`src/hdl/protobuf_two_field_extractor_top_defines.svh`:
```
// assertion macros shared by the extractor modules
`ifndef PROTOBUF_TWO_FIELD_EXTRACTOR_TOP_DEFINES_SVH
`define PROTOBUF_TWO_FIELD_EXTRACTOR_TOP_DEFINES_SVH

// property that must hold in the same cycle
`define PBX_ASSERT(lbl, prop, msg) \
	lbl: assert property (@(posedge clk) disable iff (!arst_n) (prop)) else $error(msg);

// condition in one cycle implies a consequence in the next
`define PBX_ASSERT_NEXT(lbl, ante, cons, msg) \
	lbl: assert property (@(posedge clk) disable iff (!arst_n) (ante) |=> (cons)) \
		else $error(msg);

`endif

```
`src/hdl/pbx_pkg.sv`:
```
package pbx_pkg;

	localparam int unsigned MAX_VARINT_BYTES = 10;

	typedef enum logic [2:0] {
		PH_KEY        = 3'd0,
		PH_LAYOUT     = 3'd1,
		PH_LEN_BUTTON = 3'd2,
		PH_BUTTON     = 3'd3,
		PH_SKIP_VAR   = 3'd4,
		PH_LEN_SKIP   = 3'd5,
		PH_SKIP_BYTES = 3'd6
	} phase_t;

	localparam logic [2:0] ST_OK          = 3'd0;
	localparam logic [2:0] ST_VAR_TRUNC   = 3'd1;
	localparam logic [2:0] ST_VAR_LONG    = 3'd2;
	localparam logic [2:0] ST_FIELD_TRUNC = 3'd3;
	localparam logic [2:0] ST_BAD_WIRE    = 3'd4;
	localparam logic [2:0] ST_MISSING     = 3'd5;

	localparam logic [2:0] WT_VARINT  = 3'd0;
	localparam logic [2:0] WT_FIXED64 = 3'd1;
	localparam logic [2:0] WT_LEN     = 3'd2;
	localparam logic [2:0] WT_FIXED32 = 3'd5;

	typedef struct packed {
		logic [7:0] data_byte;
		logic       last_byte;
		logic       empty_payload;
	} item_t;

	typedef struct packed {
		logic        button_start;
		logic        button_valid;
		logic [7:0]  button_byte;
		logic        layout_valid;
		logic [31:0] layout_value;
		logic        finished;
		logic [2:0]  status;
	} result_t;

endpackage

```
`src/hdl/pbx_stream_ifs.sv`:
```
interface pbx_in_if;
	logic       valid;
	logic       ready;
	logic [7:0] data_byte;
	logic       last_byte;
	logic       empty_payload;

	modport source (output valid, data_byte, last_byte, empty_payload, input ready);
	modport sink (input valid, data_byte, last_byte, empty_payload, output ready);
endinterface

interface pbx_out_if;
	logic        valid;
	logic        ready;
	logic        button_start;
	logic        button_valid;
	logic [7:0]  button_byte;
	logic        layout_valid;
	logic [31:0] layout_value;
	logic        finished;
	logic [2:0]  status;

	modport source (output valid, button_start, button_valid, button_byte, layout_valid,
		layout_value, finished, status, input ready);
	modport sink (input valid, button_start, button_valid, button_byte, layout_valid,
		layout_value, finished, status, output ready);
endinterface

```
`src/hdl/pbx_in_reg.sv`:
```
module pbx_in_reg (
	input  logic           clk,
	input  logic           arst_n,
	input  logic           in_valid,
	output logic           in_ready,
	input  pbx_pkg::item_t in_item,
	output logic           valid_s1,
	input  logic           take,
	output pbx_pkg::item_t item_s1
);
	import pbx_pkg::*;

	// stage empties or drains in the same cycle it refills
	assign in_ready = !valid_s1 || take;

	always_ff @(posedge clk or negedge arst_n) begin
		if (!arst_n) begin
			valid_s1 <= 1'b0;
		end else if (in_ready) begin
			valid_s1 <= in_valid;
		end
	end

	always_ff @(posedge clk) begin
		if (in_ready && in_valid) begin
			item_s1 <= in_item;
		end
	end
endmodule

```
`src/hdl/pbx_core.sv`:
```
`include "protobuf_two_field_extractor_top_defines.svh"

module pbx_core (
	input  logic             clk,
	input  logic             arst_n,
	input  logic             take,
	input  pbx_pkg::item_t   item,
	output pbx_pkg::result_t res
);
	import pbx_pkg::*;

	typedef struct packed {
		phase_t      phase;
		logic [63:0] acc;
		logic [3:0]  cnt;
		logic [63:0] rem;
		logic        have_layout;
		logic        have_button;
		logic        draining;
	} dec_state_t;

	localparam dec_state_t DEC_RESET = '{PH_KEY, 64'd0, 4'd0, 64'd0, 1'b0, 1'b0, 1'b0};
	localparam logic [3:0] MAX_CNT = 4'(MAX_VARINT_BYTES);

	dec_state_t st_q;
	dec_state_t nxt;

	logic [6:0]  shamt;
	logic        cnt_room;
	logic [63:0] var_val;
	logic [3:0]  cnt_inc;
	logic        var_done;
	logic        var_long;
	logic [63:0] rem_dec;

	// status when the payload ends in the given state
	function automatic logic [2:0] end_status(input dec_state_t s);
		if (s.phase == PH_KEY && s.cnt == 4'd0) begin
			return (s.have_layout && s.have_button) ? ST_OK : ST_MISSING;
		end else if (s.phase == PH_BUTTON || s.phase == PH_SKIP_BYTES) begin
			return ST_FIELD_TRUNC;
		end
		return ST_VAR_TRUNC;
	endfunction

	// start of a byte run; a zero length goes straight back to the key
	function automatic dec_state_t start_bytes(input dec_state_t s, input logic [63:0] n,
		input phase_t next_ph);
		dec_state_t r;
		r = s;
		r.rem = n;
		r.phase = (n == 64'd0) ? PH_KEY : next_ph;
		r.acc = 64'd0;
		r.cnt = 4'd0;
		return r;
	endfunction

	function automatic dec_state_t begin_varint(input dec_state_t s, input phase_t next_ph);
		dec_state_t r;
		r = s;
		r.phase = next_ph;
		r.acc = 64'd0;
		r.cnt = 4'd0;
		return r;
	endfunction

	// varint byte merge
	assign shamt    = {3'd0, st_q.cnt} * 7'd7;
	assign cnt_room = st_q.cnt < MAX_CNT;
	assign var_val  = st_q.acc | (cnt_room ? (64'(item.data_byte[6:0]) << shamt) : 64'd0);
	assign cnt_inc  = cnt_room ? st_q.cnt + 4'd1 : st_q.cnt;
	assign var_done = !item.data_byte[7];
	assign var_long = !var_done && (cnt_inc >= MAX_CNT);
	assign rem_dec  = st_q.rem - 64'd1;

	always_comb begin
		logic [2:0] err;
		err = ST_OK;
		nxt = st_q;
		res = '0;
		if (item.empty_payload) begin
			if (!st_q.draining) begin
				res.finished = 1'b1;
				res.status   = end_status(st_q);
			end
			nxt = DEC_RESET;
		end else if (st_q.draining) begin
			if (item.last_byte) begin
				nxt = DEC_RESET;
			end
		end else begin
			case (st_q.phase)
				PH_BUTTON, PH_SKIP_BYTES: begin
					if (st_q.phase == PH_BUTTON) begin
						res.button_valid = 1'b1;
						res.button_byte  = item.data_byte;
					end
					nxt.rem = rem_dec;
					if (rem_dec == 64'd0) begin
						nxt = begin_varint(nxt, PH_KEY);
					end
				end
				default: begin
					if (var_long) begin
						err = ST_VAR_LONG;
					end else if (!var_done) begin
						nxt.acc = var_val;
						nxt.cnt = cnt_inc;
					end else begin
						case (st_q.phase)
							PH_KEY: begin
								if (var_val[34:3] == 32'd1 && var_val[2:0] == WT_VARINT) begin
									nxt = begin_varint(st_q, PH_LAYOUT);
								end else if (var_val[34:3] == 32'd2 && var_val[2:0] == WT_LEN) begin
									nxt = begin_varint(st_q, PH_LEN_BUTTON);
								end else if (var_val[2:0] == WT_VARINT) begin
									nxt = begin_varint(st_q, PH_SKIP_VAR);
								end else if (var_val[2:0] == WT_LEN) begin
									nxt = begin_varint(st_q, PH_LEN_SKIP);
								end else if (var_val[2:0] == WT_FIXED64) begin
									nxt = start_bytes(st_q, 64'd8, PH_SKIP_BYTES);
								end else if (var_val[2:0] == WT_FIXED32) begin
									nxt = start_bytes(st_q, 64'd4, PH_SKIP_BYTES);
								end else begin
									err = ST_BAD_WIRE;
								end
							end
							PH_LAYOUT: begin
								res.layout_valid = 1'b1;
								res.layout_value = var_val[31:0];
								nxt = begin_varint(st_q, PH_KEY);
								nxt.have_layout = 1'b1;
							end
							PH_LEN_BUTTON: begin
								res.button_start = 1'b1;
								nxt = start_bytes(st_q, var_val, PH_BUTTON);
								nxt.have_button = 1'b1;
							end
							PH_LEN_SKIP: begin
								nxt = start_bytes(st_q, var_val, PH_SKIP_BYTES);
							end
							default: begin
								nxt = begin_varint(st_q, PH_KEY);
							end
						endcase
					end
				end
			endcase
			if (err != ST_OK) begin
				res.finished = 1'b1;
				res.status   = err;
				nxt = st_q;
				if (item.last_byte) begin
					nxt = DEC_RESET;
				end else begin
					nxt.draining = 1'b1;
				end
			end else if (item.last_byte) begin
				res.finished = 1'b1;
				res.status   = end_status(nxt);
				nxt = DEC_RESET;
			end
		end
	end

	always_ff @(posedge clk or negedge arst_n) begin
		if (!arst_n) begin
			st_q <= DEC_RESET;
		end else if (take) begin
			st_q <= nxt;
		end
	end

	`PBX_ASSERT(a_cnt_bound, st_q.cnt < MAX_CNT, "varint byte count reached its limit")
	`PBX_ASSERT(a_run_nonzero,
		(st_q.phase == PH_BUTTON || st_q.phase == PH_SKIP_BYTES) |-> st_q.rem != 64'd0,
		"byte run phase with nothing left")
	`PBX_ASSERT(a_drain_silent, (take && st_q.draining && !item.empty_payload) |-> res == '0,
		"result while dropping bytes after an error")
	`PBX_ASSERT_NEXT(a_err_drain,
		take && res.finished && res.status != ST_OK && !item.last_byte && !item.empty_payload
			&& !st_q.draining && (res.status == ST_VAR_LONG || res.status == ST_BAD_WIRE),
		st_q.draining, "error mid payload did not start the drain")
endmodule

```
`src/hdl/pbx_out_skid.sv`:
```
`include "protobuf_two_field_extractor_top_defines.svh"

module pbx_out_skid (
	input  logic             clk,
	input  logic             arst_n,
	input  logic             push,
	output logic             push_ready,
	input  pbx_pkg::result_t push_data,
	output logic             out_valid,
	input  logic             out_ready,
	output pbx_pkg::result_t out_data
);
	import pbx_pkg::*;

	logic    skid_valid_q;
	result_t skid_q;
	logic    pop;

	assign push_ready = !skid_valid_q;
	assign pop        = out_valid && out_ready;

	always_ff @(posedge clk or negedge arst_n) begin
		if (!arst_n) begin
			out_valid    <= 1'b0;
			skid_valid_q <= 1'b0;
		end else if (pop) begin
			if (skid_valid_q) begin
				skid_valid_q <= 1'b0;
			end else begin
				out_valid <= push;
			end
		end else if (push) begin
			if (out_valid) begin
				skid_valid_q <= 1'b1;
			end else begin
				out_valid <= 1'b1;
			end
		end
	end

	always_ff @(posedge clk) begin
		if (pop && skid_valid_q) begin
			out_data <= skid_q;
		end else if (push && (pop || !out_valid)) begin
			out_data <= push_data;
		end
		if (push && out_valid && !pop) begin
			skid_q <= push_data;
		end
	end

	`PBX_ASSERT(a_skid_order, skid_valid_q |-> out_valid, "skid entry held with empty output")
endmodule

```
`src/hdl/protobuf_two_field_extractor_top.sv`:
```
// protobuf payload extractor: pulls a layout handle (field 1) and a button id
// (field 2) out of a wire-format byte stream
// payload channel: one byte per item, last_byte marks the end of a payload and
// empty_payload stands for a payload of no bytes at all
// result channel: exactly one result item for every payload item, in order
// path: each payload item is registered in the input stage, and its result then
// in the result register, from which the receiver takes it
// throughput: one item per cycle while the receiver keeps taking results, set
// by the single decoder step between the input stage and the result register
// reset: clears the decoder state to a fresh payload boundary and empties
// both the input stage and the result register
// receiver stall: the result register holds, a skid entry catches one more
// result and the input stage then holds its item, so payload ready falls
// within two items of the stall and nothing is lost
module protobuf_two_field_extractor_top (
	input logic clk,
	input logic arst_n,
	pbx_in_if.sink    payload,
	pbx_out_if.source result
);
	import pbx_pkg::*;

	item_t   in_item;
	item_t   item_s1;
	logic    valid_s1;
	logic    take;
	logic    skid_ready;
	result_t step_res;
	result_t out_res;

	assign in_item.data_byte     = payload.data_byte;
	assign in_item.last_byte     = payload.last_byte;
	assign in_item.empty_payload = payload.empty_payload;

	// decoder steps only when the result side can hold the item
	assign take = valid_s1 && skid_ready;

	// input stage
	pbx_in_reg u_in_reg (
		.clk      (clk),
		.arst_n   (arst_n),
		.in_valid (payload.valid),
		.in_ready (payload.ready),
		.in_item  (in_item),
		.valid_s1 (valid_s1),
		.take     (take),
		.item_s1  (item_s1)
	);

	// wire-format decoder with its running state
	pbx_core u_core (
		.clk    (clk),
		.arst_n (arst_n),
		.take   (take),
		.item   (item_s1),
		.res    (step_res)
	);

	// result register with skid entry
	pbx_out_skid u_out (
		.clk        (clk),
		.arst_n     (arst_n),
		.push       (take),
		.push_ready (skid_ready),
		.push_data  (step_res),
		.out_valid  (result.valid),
		.out_ready  (result.ready),
		.out_data   (out_res)
	);

	assign result.button_start = out_res.button_start;
	assign result.button_valid = out_res.button_valid;
	assign result.button_byte  = out_res.button_byte;
	assign result.layout_valid = out_res.layout_valid;
	assign result.layout_value = out_res.layout_value;
	assign result.finished     = out_res.finished;
	assign result.status       = out_res.status;
endmodule
```
`src/flat_wrapper.sv`:
```
// flat-port wrapper written by rule: the top's interface ports become plain ports
module protobuf_two_field_extractor_top_flat import pbx_pkg::*;
  (clk, arst_n, payload_valid, payload_data_byte, payload_last_byte, payload_empty_payload, payload_ready, result_valid, result_button_start, result_button_valid, result_button_byte, result_layout_valid, result_layout_value, result_finished, result_status, result_ready);
  pbx_in_if payload_i ();
  pbx_out_if result_i ();
  input logic clk;
  input logic arst_n;
  input wire logic [$bits(payload_i.valid)-1:0] payload_valid;
  input wire logic [$bits(payload_i.data_byte)-1:0] payload_data_byte;
  input wire logic [$bits(payload_i.last_byte)-1:0] payload_last_byte;
  input wire logic [$bits(payload_i.empty_payload)-1:0] payload_empty_payload;
  output wire logic [$bits(payload_i.ready)-1:0] payload_ready;
  output wire logic [$bits(result_i.valid)-1:0] result_valid;
  output wire logic [$bits(result_i.button_start)-1:0] result_button_start;
  output wire logic [$bits(result_i.button_valid)-1:0] result_button_valid;
  output wire logic [$bits(result_i.button_byte)-1:0] result_button_byte;
  output wire logic [$bits(result_i.layout_valid)-1:0] result_layout_valid;
  output wire logic [$bits(result_i.layout_value)-1:0] result_layout_value;
  output wire logic [$bits(result_i.finished)-1:0] result_finished;
  output wire logic [$bits(result_i.status)-1:0] result_status;
  input wire logic [$bits(result_i.ready)-1:0] result_ready;
  assign payload_i.valid = payload_valid;
  assign payload_i.data_byte = payload_data_byte;
  assign payload_i.last_byte = payload_last_byte;
  assign payload_i.empty_payload = payload_empty_payload;
  assign payload_ready = payload_i.ready;
  assign result_valid = result_i.valid;
  assign result_button_start = result_i.button_start;
  assign result_button_valid = result_i.button_valid;
  assign result_button_byte = result_i.button_byte;
  assign result_layout_valid = result_i.layout_valid;
  assign result_layout_value = result_i.layout_value;
  assign result_finished = result_i.finished;
  assign result_status = result_i.status;
  assign result_i.ready = result_ready;
  protobuf_two_field_extractor_top u_core (.clk(clk), .arst_n(arst_n), .payload(payload_i), .result(result_i));
endmodule
```
`config.mk`:
```
export PLATFORM = sky130hd
export DESIGN_NAME = protobuf_two_field_extractor_top_flat
export DESIGN_NICKNAME = d
export VERILOG_FILES = /design/src/hdl/pbx_pkg.sv /design/src/hdl/pbx_stream_ifs.sv /design/src/hdl/pbx_in_reg.sv /design/src/hdl/pbx_core.sv /design/src/hdl/pbx_out_skid.sv /design/src/hdl/protobuf_two_field_extractor_top.sv /design/src/flat_wrapper.sv
export VERILOG_INCLUDE_DIRS = /design/src /design/src/hdl
export SDC_FILE = /design/constraint.sdc
export NUM_CORES = 1
export LEC_CHECK = 0
export BUFFER_PORTS_ARGS = -buffer_cell sky130_fd_sc_hd__buf_2
export CAP_MARGIN = 20
export CORE_MARGIN = 3
export CORE_UTILIZATION = 50
export CTS_CLUSTER_DIAMETER = 200
export DETAILED_ROUTE_END_ITERATION = 10
export PLACE_DENSITY = 0.68
export SLEW_MARGIN = 20
export SYNTH_ARGS = -nofsm -noshare
export SYNTH_HDL_FRONTEND = slang
export SYNTH_SLANG_ARGS = --single-unit
export TNS_END_PERCENT = 30
```
`constraint.sdc`:
```
create_clock -name clk -period 5.1 [get_ports clk]
set_clock_uncertainty 0.2 [all_clocks]
set_input_delay 0.255 -clock clk [delete_from_list [all_inputs] [get_ports clk]]
set_output_delay 0.255 -clock clk [all_outputs]
set_load 0.05 [all_outputs]
```
==> out/results.tsv <==
stage	metric	value	unit
floorplan	ios	63	
run	cap_viol_max_count	0	
grt	grt_max_degree	94	
power_and_ir_drop	ir_worst_vdd	250	uV
drt	routed_wirelength	42700	microns
clock_network	clock_path_buffers	3	
drt	wire_per_inst	22.2	microns
critical_path	critPathRequiredTime	5310	ps
yosys	yosysWarnings	0	
drt	postRouteAntennaNets	0	
cells_and_area	drive_gt1_frac	0.152	
cells_and_area	final_cell_area	15800	sq um
cells_and_area	fin_cells	1921	
grt	grt_use_total	0.277	
clock_network	cts_tree	done	
cells_and_area	layout.nets	1547	
sta	fmax	210	MHz
critical_path	crit_path_top_delay_cell	or4_1	
floorplan	dieArea	29900	sq um
yosys	synth_top_family_by_area	compound AO/OA/AOI/OAI gates	
grt	antenna_found_initial	0	
drt	drt_iter0_markers	1354	
clock_network	cts_buffers	27	
place	pre_cts_slack	379	ps
floorplan	rows	60	
critical_path	max_stage_delay	610	ps
sta	timing.final.crit_share	0.936	
critical_path	startpoint_type	register	
place	gp_congestion	1.02	
yosys	synth_area	13900	sq um
drt	dr.pass1.iters	5	
min_path	hp-class	input port to asynchronous set/reset pin	
floorplan	start_util	0.513	
cells_and_area	mostFrequentLayoutCell	nor2_1	
floorplan	die_h	173	microns
place	place_hpwl	29300	microns
power_and_ir_drop	fin_total_pwr	6.84	mW
clock_network	htreeDepth	1	
yosys	yosys-top-cells-area	dfrtp_1, edfxtp_1, nor2_1	
power_and_ir_drop	p_leak	6.55	nW
yosys	syn_nets	1509	
clock_network	clk_pin_slew	60	ps
grt	grt_pass1_vias	11499	
sta	period_needed	4770	ps
critical_path	critPathMaxFanout	29	
sta	fin_tns_setup	0	ps
sta	rsz0062_at_grt	no	
sta	timing.final.hold_violations	0	
critical_path	crit_path_cell_trace	inv_1 -> ha_1 -> nor4b_4 -> nand4_1 -> nor4_1 -> xor2_1 -> or4_1 -> a2111oi_2 -> nand4_2 -> a21oi_4 -> buf_4 -> o211ai_1 -> buf_4 -> a21boi_0	
grt	grt_pass1_wl	67200	microns
sta	finalSetupViolCount	0	
place	dpl_cell_area	14700	sq um
drt	via_per_inst	6.45	
cells_and_area	n_antenna_cell	0	
drt	drc	0	
clock_network	cts.sinks	245	
critical_path	path_class	register to register	
cells_and_area	final_util	0.580	
critical_path	cp-end-kind	register	
sta	tightest_slew	1070	ps
status	status	finished, final reports clean	
yosys	ys_types	79	
drt	num_vias	12381	
yosys	async_reset_ff_frac	0.576	
yosys	synth_mux_area_frac	0.0392	
floorplan	die_w	173	microns
cells_and_area	area_growth_syn_to_layout	13.1	%
sta	final.setup.worst_slack	329	ps
cells_and_area	mostFrequentLayoutCells	nor2_1, nand2_1, dfrtp_1	
critical_path	cp.arrival	4980	ps
critical_path	crit_top_cell	buf_4	
yosys	synth_top_cell_area_share	0.253	
power_and_ir_drop	p_per_area	434	nW/um^2
clock_network	insertion_delay	540	ps
critical_path	path_depth	14	
yosys	synth_compound_area_frac	0.215	
sta	whs	205	ps
critical_path	critPathTopFamily	simple AND/OR/NAND/NOR gates	
yosys	synthCells	1491	
floorplan	fp.coreArea	27200	sq um
yosys	synth_edf_count	104	
yosys	synthAdderAreaFrac	0.00359	
grt	grt_overflow	0	
clock_network	cts-root-buf	clkbuf_16	
sta	drv_slew	0	
yosys	avgSynthCellArea	9.34	sq um
yosys	synth_xor_area_frac	0.0157	
critical_path	r2r_cells	14	
yosys	ys.flop_type	dfrtp_1	
place	dp_cells	1859	
yosys	ys_ff_latch	245	
yosys	synthSimpleGateAreaFrac	0.205	
sta	relSlewSlack	0.287	
yosys	seq_area_frac_synth	0.477	
yosys	yosysTopAreaCell	dfrtp_1	
place	portBuffers	62	
critical_path	path_buf_inv	3	
final timing paths:
path	slack, ps	start	end
hold / removal	200	arst_n	u_core.u_core.st_q[128]$_DFFE_PN0P_
min in group clk	230	payload_data_byte[5]	u_core.u_in_reg.item_s1[7]$_DFFE_PP_
max in group asynchronous	3260	arst_n	u_core.u_core.st_q[101]$_DFFE_PN0P_
setup / recovery	330	u_core.u_core.st_q[3]$_DFFE_PN0P_	u_core.u_core.st_q[88]$_DFFE_PN0P_
setup reg to reg	330	u_core.u_core.st_q[3]$_DFFE_PN0P_	u_core.u_core.st_q[88]$_DFFE_PN0P_
hold reg to reg	290	u_core.u_core.st_q[121]$_DFFE_PN0P_	u_core.u_core.st_q[121]$_DFFE_PN0P_
metal layers:
| layer | up-vias | track usage | wire length [microns] |
|---|---|---|---|
| met5 | - | 0 | 0 |
| li1 | 5636 | - | - |
| met2 | 668 | 0.425 | 18700 |
| met4 | 0 | 0.119 | 2110 |
| met3 | 110 | 0.0468 | 3770 |
| met1 | 5967 | 0.391 | 18100 |
flip-flops by register name, summed over array words and instances, names as in the netlist:
| signal | cells |
|---|---|
| u_core.u_core.st_q | 138 |
| u_core.u_out.out_data | 47 |
| u_core.u_out.skid_q | 47 |
| u_core.u_in_reg.item_s1 | 10 |
| u_core.u_in_reg.valid_s1 | 1 |
| u_core.u_out.out_valid | 1 |
| u_core.u_out.skid_valid_q | 1 |
final cells by class:
| class | instances | area, sq um |
|---|---|---|
| Tap cell | 372 | 465 |
| Sequential cell | 245 | 6650 |
| Multi-Input combinational cell | 1095 | 6750 |
| Clock buffer | 33 | 728 |
| Clock inverter | 16 | 165 |
| Inverter | 25 | 93.8 |
| Fill cell | 2412 | 11400 |
| Timing Repair Buffer | 135 | 910 |
report_power, final:
part	switching, mW	total [mW]	leakage (nW)	internal, mW
logic	1.75	2.33	3.15	0.584
clock network	0.812	1.98	0.441	1.17
registers	0.131	2.54	2.97	2.41
cells in the mapped netlist (all sizes together) (7+ instances only):
cell type	instances
and3	8
nand3	43
nor4b	9
a21oi	107
nor3	41
o211ai	8
nand2b	11
nand4	20
buf	26
a22o	21
a31oi	15
nor2b	8
o2111a	18
nand2	148
or3	17
o32ai	8
dfrtp	141
clkbuf	100
o221ai	7
or4	16
mux2	39
o21a	21
o21ai	119
and2	15
inv	24
o22ai	27
nor4	38
o31ai	38
o2111ai	7
xor2	12
edfxtp	104
nor2	168
xnor2	13
timing repair:
item,4_1_cts,5_1_grt
setup endpoints to repair,0,13
gates resized for setup,0,3
endpoints found under the hold margin,105,0
setup buffers,0,0
hold buffers,13,0
logic make-up after synthesis:
logic type	after synthesis
flip-flops	245
XOR/XNOR	25
buffers and inverters	151
adder cells (fa/ha/maj)	4
AND/OR/NAND/NOR	573
multiplexers	40
AO/OA/AOI/OAI	453
Power figures use the tool's default switching activity.
